==> src/rtl/sutc_pkg.sv <==
// Shared types and constants for the sorted unique tag collector.
// Used by the controller, the datapath and the top level; no dependencies.
`timescale 1ns / 1ps

package sutc_pkg;

    localparam int SUTC_MAX_TAGS = 64;
    localparam int TAG_W         = 32;
    localparam int CAP_W         = 7;
    localparam int CNT_W         = 7;
    localparam int STAT_W        = 2;

    localparam logic [CAP_W-1:0]  CAP_RESET = 7'd64;
    localparam logic [CNT_W-1:0]  CNT_MAX   = 7'd127;

    localparam logic [STAT_W-1:0] ST_OK       = 2'd0;
    localparam logic [STAT_W-1:0] ST_SHORT    = 2'd1;
    localparam logic [STAT_W-1:0] ST_OVERFLOW = 2'd2;

    // Commands from the controller to the datapath.
    typedef struct packed {
        logic load_in;    // capture the incoming transaction
        logic clr_idx;
        logic inc_idx;
        logic rd_idx;     // read the store at the scan index
        logic rd_shift;   // read the store one below the shift pointer
        logic set_pos;    // insertion point is the scan index
        logic set_j;      // shift pointer starts at the stored count
        logic dec_j;
        logic wr_shift;   // move the entry just read up by one
        logic wr_ins;     // write the new tag at the shift pointer
        logic inc_count;
        logic set_ovf;
        logic clear_set;
        logic emit_status;
        logic emit_tag;
    } t_sutc_cmd;

    // Status from the datapath to the controller.
    typedef struct packed {
        logic idx_eq_count;
        logic data_lt;
        logic data_eq;
        logic full;
        logic j_eq_pos;
        logic last_flag;
        logic ovf;
        logic gt_cap;
        logic count_zero;
        logic emit_last;
    } t_sutc_stat;

endpackage

==> src/rtl/sorted_unique_tag_collector.sv <==
// Top level of the sorted unique tag collector.
// Depends on sutc_pkg, sutc_ctrl and sutc_dp (which holds sutc_ram).
`timescale 1ns / 1ps

// A tag is taken when start is high and busy is low; the block then stays
// busy while it places the tag. The search reads the stored tags below it
// one at a time; then each stored tag above it is read and written back one
// place higher, in a read state and a write state. The next tag can be taken
// in the first cycle that busy is low.
// On the tag flagged last, the set is sent one result at a time in ascending
// order, or as a single status result, and then cleared. Results
// appear on o_strobe for one cycle each and cannot be held off, so the
// receiver must take every strobed transaction. No clearing pass follows
// reset: the store is only read below the held count.
module sorted_unique_tag_collector
    import sutc_pkg::*;
#(
    parameter int MAX_TAGS = SUTC_MAX_TAGS
) (
    input  logic              i_clk,
    input  logic              i_rst_n,
    input  logic              start,
    output logic              busy,
    input  logic [TAG_W-1:0]  i_tag,
    input  logic              i_last_of_list,
    input  logic              i_cfg_we,
    input  logic [CAP_W-1:0]  i_cfg_data,
    output logic              o_strobe,
    output logic [TAG_W-1:0]  o_out_tag,
    output logic              o_has_tag,
    output logic [CNT_W-1:0]  o_total_count,
    output logic [STAT_W-1:0] o_status,
    output logic              o_last
);

    t_sutc_cmd  cmd;
    t_sutc_stat stat;

    sutc_ctrl u_ctrl (
        .i_clk  (i_clk),
        .i_rst_n(i_rst_n),
        .i_start(start),
        .i_stat (stat),
        .o_cmd  (cmd),
        .o_busy (busy)
    );

    sutc_dp #(
        .MAX_TAGS(MAX_TAGS)
    ) u_dp (
        .i_clk         (i_clk),
        .i_rst_n       (i_rst_n),
        .i_tag         (i_tag),
        .i_last_of_list(i_last_of_list),
        .i_cfg_we      (i_cfg_we),
        .i_cfg_data    (i_cfg_data),
        .i_cmd         (cmd),
        .o_stat        (stat),
        .o_strobe      (o_strobe),
        .o_out_tag     (o_out_tag),
        .o_has_tag     (o_has_tag),
        .o_total_count (o_total_count),
        .o_status      (o_status),
        .o_last        (o_last)
    );

endmodule

==> src/rtl/sutc_ram.sv <==
// Generic single-port-write, single-port-read RAM with registered read data.
// No dependencies.
`timescale 1ns / 1ps

module sutc_ram #(
    parameter int WIDTH = 32,
    parameter int DEPTH = 64,
    localparam int AW = (DEPTH > 1) ? $clog2(DEPTH) : 1
) (
    input  logic             i_clk,
    input  logic             i_we,
    input  logic [AW-1:0]    i_waddr,
    input  logic [WIDTH-1:0] i_wdata,
    input  logic             i_re,
    input  logic [AW-1:0]    i_raddr,
    output logic [WIDTH-1:0] o_rdata
);

    logic [WIDTH-1:0] r_mem [DEPTH];
    logic [WIDTH-1:0] r_rdata;

    always_ff @(posedge i_clk) begin
        if (i_we) begin
            r_mem[i_waddr] <= i_wdata;
        end
        if (i_re) begin
            r_rdata <= r_mem[i_raddr];
        end
    end

    assign o_rdata = r_rdata;

endmodule

==> src/rtl/sutc_ctrl.sv <==
// Controller state machine of the sorted unique tag collector.
// Depends on sutc_pkg for the command and status structs.
`timescale 1ns / 1ps

module sutc_ctrl
    import sutc_pkg::*;
(
    input  logic       i_clk,
    input  logic       i_rst_n,
    input  logic       i_start,
    input  t_sutc_stat i_stat,
    output t_sutc_cmd  o_cmd,
    output logic       o_busy
);

    localparam logic [3:0] S_IDLE   = 4'd0;
    localparam logic [3:0] S_SRD    = 4'd1;
    localparam logic [3:0] S_SCHK   = 4'd2;
    localparam logic [3:0] S_DECIDE = 4'd3;
    localparam logic [3:0] S_SHRD   = 4'd4;
    localparam logic [3:0] S_SHWR   = 4'd5;
    localparam logic [3:0] S_FINISH = 4'd6;
    localparam logic [3:0] S_ERD    = 4'd7;
    localparam logic [3:0] S_EOUT   = 4'd8;

    logic [3:0] r_state;
    logic [3:0] n_state;
    t_sutc_cmd  cmd;

    always_ff @(posedge i_clk) begin
        if (!i_rst_n) begin
            r_state <= S_IDLE;
        end else begin
            r_state <= n_state;
        end
    end

    always_comb begin
        n_state = r_state;
        cmd     = '0;
        case (r_state)
            S_IDLE: begin
                if (i_start) begin
                    cmd.load_in = 1'b1;
                    cmd.clr_idx = 1'b1;
                    n_state     = S_SRD;
                end
            end
            S_SRD: begin
                if (i_stat.idx_eq_count) begin
                    // Every stored tag is below the new one: append at the end.
                    cmd.set_pos = 1'b1;
                    n_state     = S_DECIDE;
                end else begin
                    cmd.rd_idx = 1'b1;
                    n_state    = S_SCHK;
                end
            end
            S_SCHK: begin
                if (i_stat.data_lt) begin
                    cmd.inc_idx = 1'b1;
                    n_state     = S_SRD;
                end else if (i_stat.data_eq) begin
                    n_state = S_FINISH;
                end else begin
                    cmd.set_pos = 1'b1;
                    n_state     = S_DECIDE;
                end
            end
            S_DECIDE: begin
                if (i_stat.full) begin
                    cmd.set_ovf = 1'b1;
                    n_state     = S_FINISH;
                end else begin
                    cmd.set_j = 1'b1;
                    n_state   = S_SHRD;
                end
            end
            S_SHRD: begin
                if (i_stat.j_eq_pos) begin
                    cmd.wr_ins    = 1'b1;
                    cmd.inc_count = 1'b1;
                    n_state       = S_FINISH;
                end else begin
                    cmd.rd_shift = 1'b1;
                    n_state      = S_SHWR;
                end
            end
            S_SHWR: begin
                cmd.wr_shift = 1'b1;
                cmd.dec_j    = 1'b1;
                n_state      = S_SHRD;
            end
            S_FINISH: begin
                if (!i_stat.last_flag) begin
                    n_state = S_IDLE;
                end else if (i_stat.ovf || i_stat.gt_cap || i_stat.count_zero) begin
                    cmd.emit_status = 1'b1;
                    cmd.clear_set   = 1'b1;
                    n_state         = S_IDLE;
                end else begin
                    cmd.clr_idx = 1'b1;
                    n_state     = S_ERD;
                end
            end
            S_ERD: begin
                cmd.rd_idx = 1'b1;
                n_state    = S_EOUT;
            end
            S_EOUT: begin
                cmd.emit_tag = 1'b1;
                if (i_stat.emit_last) begin
                    cmd.clear_set = 1'b1;
                    n_state       = S_IDLE;
                end else begin
                    cmd.inc_idx = 1'b1;
                    n_state     = S_ERD;
                end
            end
            default: begin
                n_state = S_IDLE;
            end
        endcase
    end

    assign o_cmd  = cmd;
    assign o_busy = (r_state != S_IDLE);

endmodule

==> src/rtl/sutc_dp.sv <==
// Datapath of the sorted unique tag collector: tag store, pointers, counters
// and result registers. Depends on sutc_pkg and sutc_ram.
`timescale 1ns / 1ps

module sutc_dp
    import sutc_pkg::*;
#(
    parameter int MAX_TAGS = SUTC_MAX_TAGS
) (
    input  logic              i_clk,
    input  logic              i_rst_n,
    input  logic [TAG_W-1:0]  i_tag,
    input  logic              i_last_of_list,
    input  logic              i_cfg_we,
    input  logic [CAP_W-1:0]  i_cfg_data,
    input  t_sutc_cmd         i_cmd,
    output t_sutc_stat        o_stat,
    output logic              o_strobe,
    output logic [TAG_W-1:0]  o_out_tag,
    output logic              o_has_tag,
    output logic [CNT_W-1:0]  o_total_count,
    output logic [STAT_W-1:0] o_status,
    output logic              o_last
);

    localparam int AW = (MAX_TAGS > 1) ? $clog2(MAX_TAGS) : 1;
    localparam int CW = $clog2(MAX_TAGS + 1);
    localparam int XW = CW + CNT_W;

    logic [TAG_W-1:0]  r_tag;
    logic              r_last_flag;
    logic [CW-1:0]     r_idx;
    logic [CW-1:0]     r_pos;
    logic [CW-1:0]     r_j;
    logic [CW-1:0]     r_count;
    logic              r_ovf;
    logic [CAP_W-1:0]  r_cap;

    logic              r_strobe;
    logic [TAG_W-1:0]  r_out_tag;
    logic              r_has_tag;
    logic [CNT_W-1:0]  r_total_count;
    logic [STAT_W-1:0] r_status;
    logic              r_out_last;

    logic [TAG_W-1:0]  rd_data;
    logic [CW-1:0]     j_minus;
    logic [AW-1:0]     raddr;
    logic [TAG_W-1:0]  wdata;
    logic [XW-1:0]     count_x;
    logic [XW-1:0]     cap_x;
    logic [CNT_W-1:0]  count_field;
    logic [CW:0]       idx_plus;
    logic [STAT_W-1:0] end_status;

    assign j_minus = r_j - CW'(1);
    assign raddr   = i_cmd.rd_shift ? j_minus[AW-1:0] : r_idx[AW-1:0];
    assign wdata   = i_cmd.wr_ins ? r_tag : rd_data;

    sutc_ram #(
        .WIDTH(TAG_W),
        .DEPTH(MAX_TAGS)
    ) u_store (
        .i_clk  (i_clk),
        .i_we   (i_cmd.wr_ins | i_cmd.wr_shift),
        .i_waddr(r_j[AW-1:0]),
        .i_wdata(wdata),
        .i_re   (i_cmd.rd_idx | i_cmd.rd_shift),
        .i_raddr(raddr),
        .o_rdata(rd_data)
    );

    assign count_x     = {{CNT_W{1'b0}}, r_count};
    assign cap_x       = {{CW{1'b0}}, r_cap};
    assign count_field = (count_x > XW'(CNT_MAX)) ? CNT_MAX : count_x[CNT_W-1:0];
    assign idx_plus    = {1'b0, r_idx} + (CW + 1)'(1);

    // Overflow outranks a short consumer buffer.
    assign end_status = r_ovf ? ST_OVERFLOW : ((count_x > cap_x) ? ST_SHORT : ST_OK);

    always_comb begin
        o_stat              = '0;
        o_stat.idx_eq_count = (r_idx == r_count);
        o_stat.data_lt      = (rd_data < r_tag);
        o_stat.data_eq      = (rd_data == r_tag);
        o_stat.full         = ({1'b0, r_count} >= (CW + 1)'(MAX_TAGS));
        o_stat.j_eq_pos     = (r_j == r_pos);
        o_stat.last_flag    = r_last_flag;
        o_stat.ovf          = r_ovf;
        o_stat.gt_cap       = (count_x > cap_x);
        o_stat.count_zero   = (r_count == '0);
        o_stat.emit_last    = (idx_plus == {1'b0, r_count});
    end

    always_ff @(posedge i_clk) begin
        if (!i_rst_n) begin
            r_count  <= '0;
            r_ovf    <= 1'b0;
            r_cap    <= CAP_RESET;
            r_strobe <= 1'b0;
        end else begin
            if (i_cfg_we) begin
                r_cap <= i_cfg_data;
            end
            if (i_cmd.clear_set) begin
                r_count <= '0;
                r_ovf   <= 1'b0;
            end else begin
                if (i_cmd.inc_count) begin
                    r_count <= r_count + CW'(1);
                end
                if (i_cmd.set_ovf) begin
                    r_ovf <= 1'b1;
                end
            end
            r_strobe <= i_cmd.emit_status | i_cmd.emit_tag;
        end
    end

    always_ff @(posedge i_clk) begin
        if (i_cmd.load_in) begin
            r_tag       <= i_tag;
            r_last_flag <= i_last_of_list;
        end
        if (i_cmd.clr_idx) begin
            r_idx <= '0;
        end else if (i_cmd.inc_idx) begin
            r_idx <= r_idx + CW'(1);
        end
        if (i_cmd.set_pos) begin
            r_pos <= r_idx;
        end
        if (i_cmd.set_j) begin
            r_j <= r_count;
        end else if (i_cmd.dec_j) begin
            r_j <= j_minus;
        end
        if (i_cmd.emit_status) begin
            r_out_tag     <= '0;
            r_has_tag     <= 1'b0;
            r_total_count <= count_field;
            r_status      <= end_status;
            r_out_last    <= 1'b1;
        end else if (i_cmd.emit_tag) begin
            r_out_tag     <= rd_data;
            r_has_tag     <= 1'b1;
            r_total_count <= count_field;
            r_status      <= ST_OK;
            r_out_last    <= o_stat.emit_last;
        end
    end

    assign o_strobe      = r_strobe;
    assign o_out_tag     = r_out_tag;
    assign o_has_tag     = r_has_tag;
    assign o_total_count = r_total_count;
    assign o_status      = r_status;
    assign o_last        = r_out_last;

endmodule
==> config.mk <==
export PLATFORM = sky130hd
export DESIGN_NAME = sorted_unique_tag_collector
export DESIGN_NICKNAME = d
export VERILOG_FILES = /design/src/rtl/sutc_pkg.sv /design/src/rtl/sorted_unique_tag_collector.sv /design/src/rtl/sutc_ram.sv /design/src/rtl/sutc_ctrl.sv /design/src/rtl/sutc_dp.sv
export SDC_FILE = /design/constraint.sdc
export NUM_CORES = 2
export LEC_CHECK = 0
export ABC_CLOCK_PERIOD_IN_PS = 13400
export BUFFER_PORTS_ARGS = -buffer_cell sky130_fd_sc_hd__buf_4
export CAP_MARGIN = 20
export CORE_MARGIN = 3
export CORE_UTILIZATION = 35
export CTS_BUF_LIST = sky130_fd_sc_hd__clkbuf_4 sky130_fd_sc_hd__clkbuf_8
export CTS_CLUSTER_DIAMETER = 30
export DETAILED_ROUTE_END_ITERATION = 16
export PLACE_DENSITY = 0.52
export SETUP_SLACK_MARGIN = 0.2
export SLEW_MARGIN = 30
export SYNTH_ARGS = -nofsm -noshare
export SYNTH_HDL_FRONTEND = slang
export SYNTH_SLANG_ARGS = --single-unit
==> constraint.sdc <==
create_clock -name i_clk -period 13.4 [get_ports i_clk]
set_input_delay 2.68 -clock i_clk [delete_from_list [all_inputs] [get_ports i_clk]]
set_output_delay 2.68 -clock i_clk [all_outputs]
set_load 0.005 [all_outputs]
# Yosys cells after proc, flatten, opt, wreduce, memory -nomap -nowiden
# Memory sizes are Yosys's and may differ from the RTL's. A register that Yosys moved wholly into a read port is not among the register bits.
# Index checks and enable logic that the tools add are counted.
word_totals:
  wordCells: 101
  mem_count: 1
  ramBits: 2048
  register_bits: 117
  output_inout_bits: 45
  in_bits: 44
mem_list:
  columns: ["name", "words", "width", "read_ports", "rd_ports_with_merged_regs", "wr", "line", "source"]
  rows:
  - ["u_dp.u_store.r_mem", 64, 32, 1, 1, 1, "sutc_ram.sv:19", "logic [WIDTH-1:0] r_mem [DEPTH];"]
classes:
  muxes: 52
  n_eq_ne: 13
  n_reduce_logical: 8
  n_addsub: 4
  n_bitwise: 4
  order_cmp: 4
op_table:
  columns: ["op", "count"]
  rows:
  - ["$pmux 4 s9", 1]
  - ["$mux 7", 5]
  - ["$eq 32x32->1", 1]
  - ["$lt 32x32->1", 1]
  - ["$mux 32", 1]
  - ["$mux 1", 22]
  - ["$mux 2", 11]
  - ["$eq 4x3->1 const B", 4]
  - ["$add 7x1->7 const B", 2]
  - ["$eq 7x7->1", 2]
  - ["$mux 3", 4]
  - ["$pmux 1 s2", 5]
  - ["$add 7x1->8 const B", 1]
  - ["$eq 4x2->1 const B", 2]
  - ["$eq 8x7->1", 1]
  - ["$mux 4", 2]
  - ["$ge 7x7->1 const B", 1]
  - ["$gt 7x7->1", 1]
  - ["$gt 7x7->1 const B", 1]
  - ["$logic_not 7->1", 1]
  - ["$sub 7x1->7 const B", 1]
  - ["$mux 6", 1]
  - ["$eq 4x1->1 const B", 1]
  - ["$eq 4x4->1 const B", 1]
  - ["other kinds (8)", 12]

# Logic depth before layout (Yosys ltp)
depth:
  word_depth: 7
  depth_mapped: 15
  mapped_depth_nobuf: 11

# Cells and area by module
# From an unflattened synthesis, not the netlist that was laid out.
hier_totals:
  hier_cells: 3921
  hier_area_um2: 85075.3
modules_own_cells:
  columns: ["module", "area_each_um2", "cells_per_inst", "seq_area_each_um2", "instances"]
  rows:
  - ["sutc_ram", 78835.6, 3324, 62459.9, 1]
  - ["sutc_dp", 5790.6, 535, 2822.7, 1]
  - ["sutc_ctrl", 449.2, 62, 80.1, 1]

# Worst setup path before layout
# No wires, ideal clock.
synth_path:
  path_type: "register to register"
  start: "reg u_dp.r_j[0]"
  end: "mem u_dp.u_store.r_mem[1][0], enable pin"
  synth_period_minus_slack_ns: 5.411
  path_stages_with_launch: 8
  arrival_time_ns: 4.910
  setup_slack_ns: 7.989
  required_ns: 12.898
  setup_ns: 0.502
  n_path_buf: 0
  path_cell_list: "edfxtp_1 -> xor2_1 -> nor4_4 -> nand2_1 -> nor2_1 -> a21oi_1 -> or4_1 -> nor4_1"
synth_via:
  elab_chain_len: 6
synth_rtl:
  columns: ["element", "line", "source"]
  rows:
  - ["start, declared", "sutc_dp.sv:34", "logic [CW-1:0] r_j;"]
  - ["start signal, assigned", "sutc_dp.sv:134", "r_j <= r_count;"]
  - ["start signal, assigned", "sutc_dp.sv:136", "r_j <= j_minus;"]
  - ["$eq 7x7->1", "sutc_dp.sv:87", "o_stat.j_eq_pos = (r_j == r_pos);"]
  - ["$mux 2", "sutc_ctrl.sv:80", "if (i_stat.j_eq_pos) begin"]
  - ["$mux 2", "sutc_ctrl.sv:41", "case (r_state)"]
  - ["$or 1x1->1", "sutc_dp.sv:65", ".i_we (i_cmd.wr_ins | i_cmd.wr_shift),"]
  - ["$mux 1", "sutc_ram.sv:23", "if (i_we) begin"]
  - ["$mux 1 (not written as such)", "sutc_ram.sv:24", "r_mem[i_waddr] <= i_wdata;"]
  - ["end, declared", "sutc_ram.sv:19", null]
# Parallel ways exist; a longest one is shown, timed or not.

# Final worst setup path
layout_path:
  start: "reg u_dp.r_j[3]"
  end: "reg u_dp.u_store.r_rdata[28] (netlist: u_dp.u_store.o_rdata[28]), read port of u_dp.u_store.r_mem, data pin"
layout_via:
  elab_chain_len: 4
  word_cells_on_any_way: 6
  cone_classes: "1 x add/sub; 1 x eq/ne; 3 x mux; 1 x bitwise"
layout_rtl:
  columns: ["element", "line", "source"]
  rows:
  - ["branches (longest 4 deep; another with $sub 7x1->7)", null, null]
  - ["end, declared", "sutc_ram.sv:20", "logic [WIDTH-1:0] r_rdata;"]
# Parallel ways; which one is timed is not known.
# A chain may end at the register's enable or synchronous reset.

==> impl_metrics.tcl <==
set metrics [dict create \
    outcome "complete, no violations" \
    drt-wirelength-per-cell_um 28.6 \
    maxSlewHeadroom_pct 28.9 \
    drt_iter0_markers 6761 \
    combPwrFrac_pct 9.7 \
    cp_data_arrival_time_ps 6820 \
    hold_depth 2 \
    antenna_found_initial 9 \
    finalPower_mw 16.9 \
    pwr-share-seq_pct 45.2 \
    synth_area_leaders "edfxtp_1 73%, nand2_1 6.5%, nand3_1 2.1%, a211oi_1 2.0%, and3_1 1.8%" \
    grt_util_all_layers_pct 22.6 \
    setup_ws_ps 7540 \
    cts_sinks 2197 \
    firstDrtPassIters 8 \
    path_clk_slew_ps 60 \
    whs_ps 453 \
    startpoint "u_dp.r_j[3]" \
    cts_tree "done" \
    crit_fanout 156 \
    hold_viol 0 \
    area_growth_pct 17.4 \
    setup_tns_ps 0 \
    ys_seq_area_share_pct 74.3 \
    io_buffers 88 \
    ios 89 \
    ir_drop_mv 0.106 \
    async_reset_ff_share_pct 0 \
    core_area_um2 249000 \
    rr_startpoint "u_dp.r_j[3]" \
    synth_nets 6522 \
    switching_share_pct 25.3 \
    tightestPinTransition_ps 1060 \
    synth_flop_cell "edfxtp_1" \
    cts_inserted_buffers 465 \
    drv_slew 0 \
    cts_buffer_depth 4 \
    cts_root_buffer "clkbuf_8" \
    clockPowerShare_pct 45.1 \
    grt_pass1_wl_um 420000 \
    r2r_cells 11 \
    netlist_instances 6435 \
    initial_core_util_pct 35.3 \
    syn_area_um2 88000 \
    h-tree-depth 5 \
    crit_required_ps 14360 \
    dp_slack_ps 7590 \
    start_kind "flip-flop" \
    maxCapViolCount 0 \
    grt_pass1_vias 56200 \
    powerDensity_nw_per_um2 164 \
    post-cts-setup-buffers 0 \
    r2r-end "u_dp.u_store.o_rdata[28]" \
    synth-seq-cells 2197 \
    final_nets 6828 \
    synth-edff-count 2136 \
    rsz0062_at_grt "false" \
    cp-endpoint "u_dp.u_store.o_rdata[28]" \
    critical_path_class "flip-flop to flip-flop" \
    setup_viol 0 \
    drive_above_1_share_pct 17.4 \
    r2r_slack_ps 7540 \
    vias 58400 \
    power_switching_mw 4.28 \
    clk_latency_ps 1120 \
    wirelength_um 299000 \
    p_int_mw 12.6 \
    drc 0 \
    dieArea_um2 257000 \
    max_freq_ghz 0.171 \
    die_x_um 507 \
    p_leak_nw 35.8 \
    grt_overflow 0 \
    synth_top_cell_by_area "edfxtp_1" \
    endpoint_kind "flip-flop" \
    fp-row-count 183 \
    fp.dieH_um 507 \
    netlist.area_leader.share_pct 72.9 \
    ys_types 67 \
    fin_crit_sh_pct 43.7 \
    hold_path_class "flip-flop to flip-flop" \
    hold_buffers 0 \
    utilization_pct 41.4 \
    via_per_inst 5.59 \
    gp_congestion 0.850 \
    syn_area_per_cell_um2 13.7 \
    min_period_ps 5860 \
    ant_nets 0 \
    grt_max_degree 189 \
    cts_resized 0 \
    skew_ps 105 \
    fill_cells 22900 \
    synth_warnings 0 \
    dp.final_hpwl_um 160000 \
]
-- routing by layer --
layer	share of wire [%]	track usage [%]
met1	42	30.8
met2	46	35.3
met3	8.6	4.49
met4	4.0	9.31
met5	0.0087	0
-- synth_stat cells (25+ instances only) --
| master | number |
|---|---|
| inv_1 | 48 |
| buf_2 | 187 |
| clkbuf_1 | 213 |
| edfxtp_1 | 2136 |
| nor4_1 | 40 |
| and3_1 | 250 |
| o21ai_0 | 87 |
| mux2i_1 | 112 |
| a21oi_1 | 285 |
| a311oi_1 | 89 |
| o22ai_1 | 27 |
| a211oi_1 | 240 |
| o221ai_1 | 39 |
| nand2_1 | 1513 |
| mux2_2 | 38 |
| dfxtp_1 | 61 |
| o211ai_1 | 25 |
| a32oi_1 | 38 |
| nand4_1 | 37 |
| ha_1 | 43 |
| o211a_1 | 27 |
| nor2_1 | 90 |
| nor3_1 | 33 |
| buf_1 | 40 |
| nand3_1 | 363 |
| a31oi_1 | 200 |
-- logic make-up (layout without fill, tap and decap cells) --
family                     Yosys count  in the layout  share of synthesized area [%]
and+or+nand+nor                   2374           2374                           11.8
DFF                               2197           2197                           74.3
AOI/OAI and AO/OA                 1128           1128                           8.65
buffers and inverters              512           1189                           2.57
muxes                              154            154                           1.83
adders and majority gates           43             43                          0.611
xor gates and xnor gates            27             27                          0.269
other                                0              2                              0
-- flip-flops by register name, summed over array words and instances, names as in the netlist, 32 cells and up --
signal and cells:
u_dp.u_store.r_mem 2048, u_dp.o_out_tag 32, u_dp.r_tag 32, u_dp.u_store.o_rdata 32
-- per-stage QoR --
stage	instances	instance area (um2)
after detailed placement	9603	93300
after floorplan	6435	88000
after global routing	10400	103000
after CTS	10400	103000
after global placement	9580	92900
final	10400	103000
-- cells in the final DEF (no fill, tap or decap), drive strengths merged, types with 33 or more instances in the layout --
master	instances
edfxtp	2136
nand2	1514
clkbuf	558
nand3	363
buf	303
a21oi	286
and3	250
a211oi	240
a31oi	200
clkinv	197
mux2i	114
nor2	95
a311oi	89
o21ai	88
dfxtp	61
bufinv	54
inv	53
ha	43
nor4	41
mux2	40
o221ai	39
a32oi	38
nand4	37
nor3	33
-- power by group through the flow --
stage	sequential, mW	combinational (mW)	clock, mW
after floorplan	7.75	1.05	0
after global placement	7.78	1.62	0
after detailed placement	7.78	1.63	0
after CTS	7.64	1.63	7.74
after global routing	7.64	1.77	8.09
final	7.64	1.64	7.63
-- critical path: stages, from the launching register on --
cell	delay, ps
edfxtp_1	600
xor2_1	260
nor3_1	500
a211o_4	470
and2_4	540
buf_12	570
buf_4	750
nand2_1	130
a31oi_1	260
a21oi_1	140
o211ai_1	880
o211a_1	270
-- final cells by class --
class / instances / area, um2 / area share [%]
Clock buffer: 558 / 7180 / 6.95
Clock inverter: 280 / 2780 / 2.69
Timing Repair Buffer: 303 / 2410 / 2.34
Multi-Input combinational cell: 3726 / 21200 / 20.5
Tap cell: 3330 / 4170 / 4.03
Sequential cell: 2197 / 65400 / 63.3
Inverter: 48 / 180 / 0.174
Antenna cell: 2 / 5.00 / 0.00485
-- worst min-delay path by stage --
stage                     slack, ps                from                 end
final                           450   u_dp.o_out_tag[0]   u_dp.o_out_tag[0]
after global routing            470  u_dp.o_out_tag[24]  u_dp.o_out_tag[24]
after CTS                       450  u_dp.o_out_tag[24]  u_dp.o_out_tag[24]
after detailed placement        450  u_dp.o_out_tag[24]  u_dp.o_out_tag[24]
after global placement          450   u_dp.o_out_tag[3]   u_dp.o_out_tag[3]
after floorplan                 410       u_dp.r_idx[2]       u_dp.r_pos[2]
No activity file was read; power rests on OpenSTA's default activity.
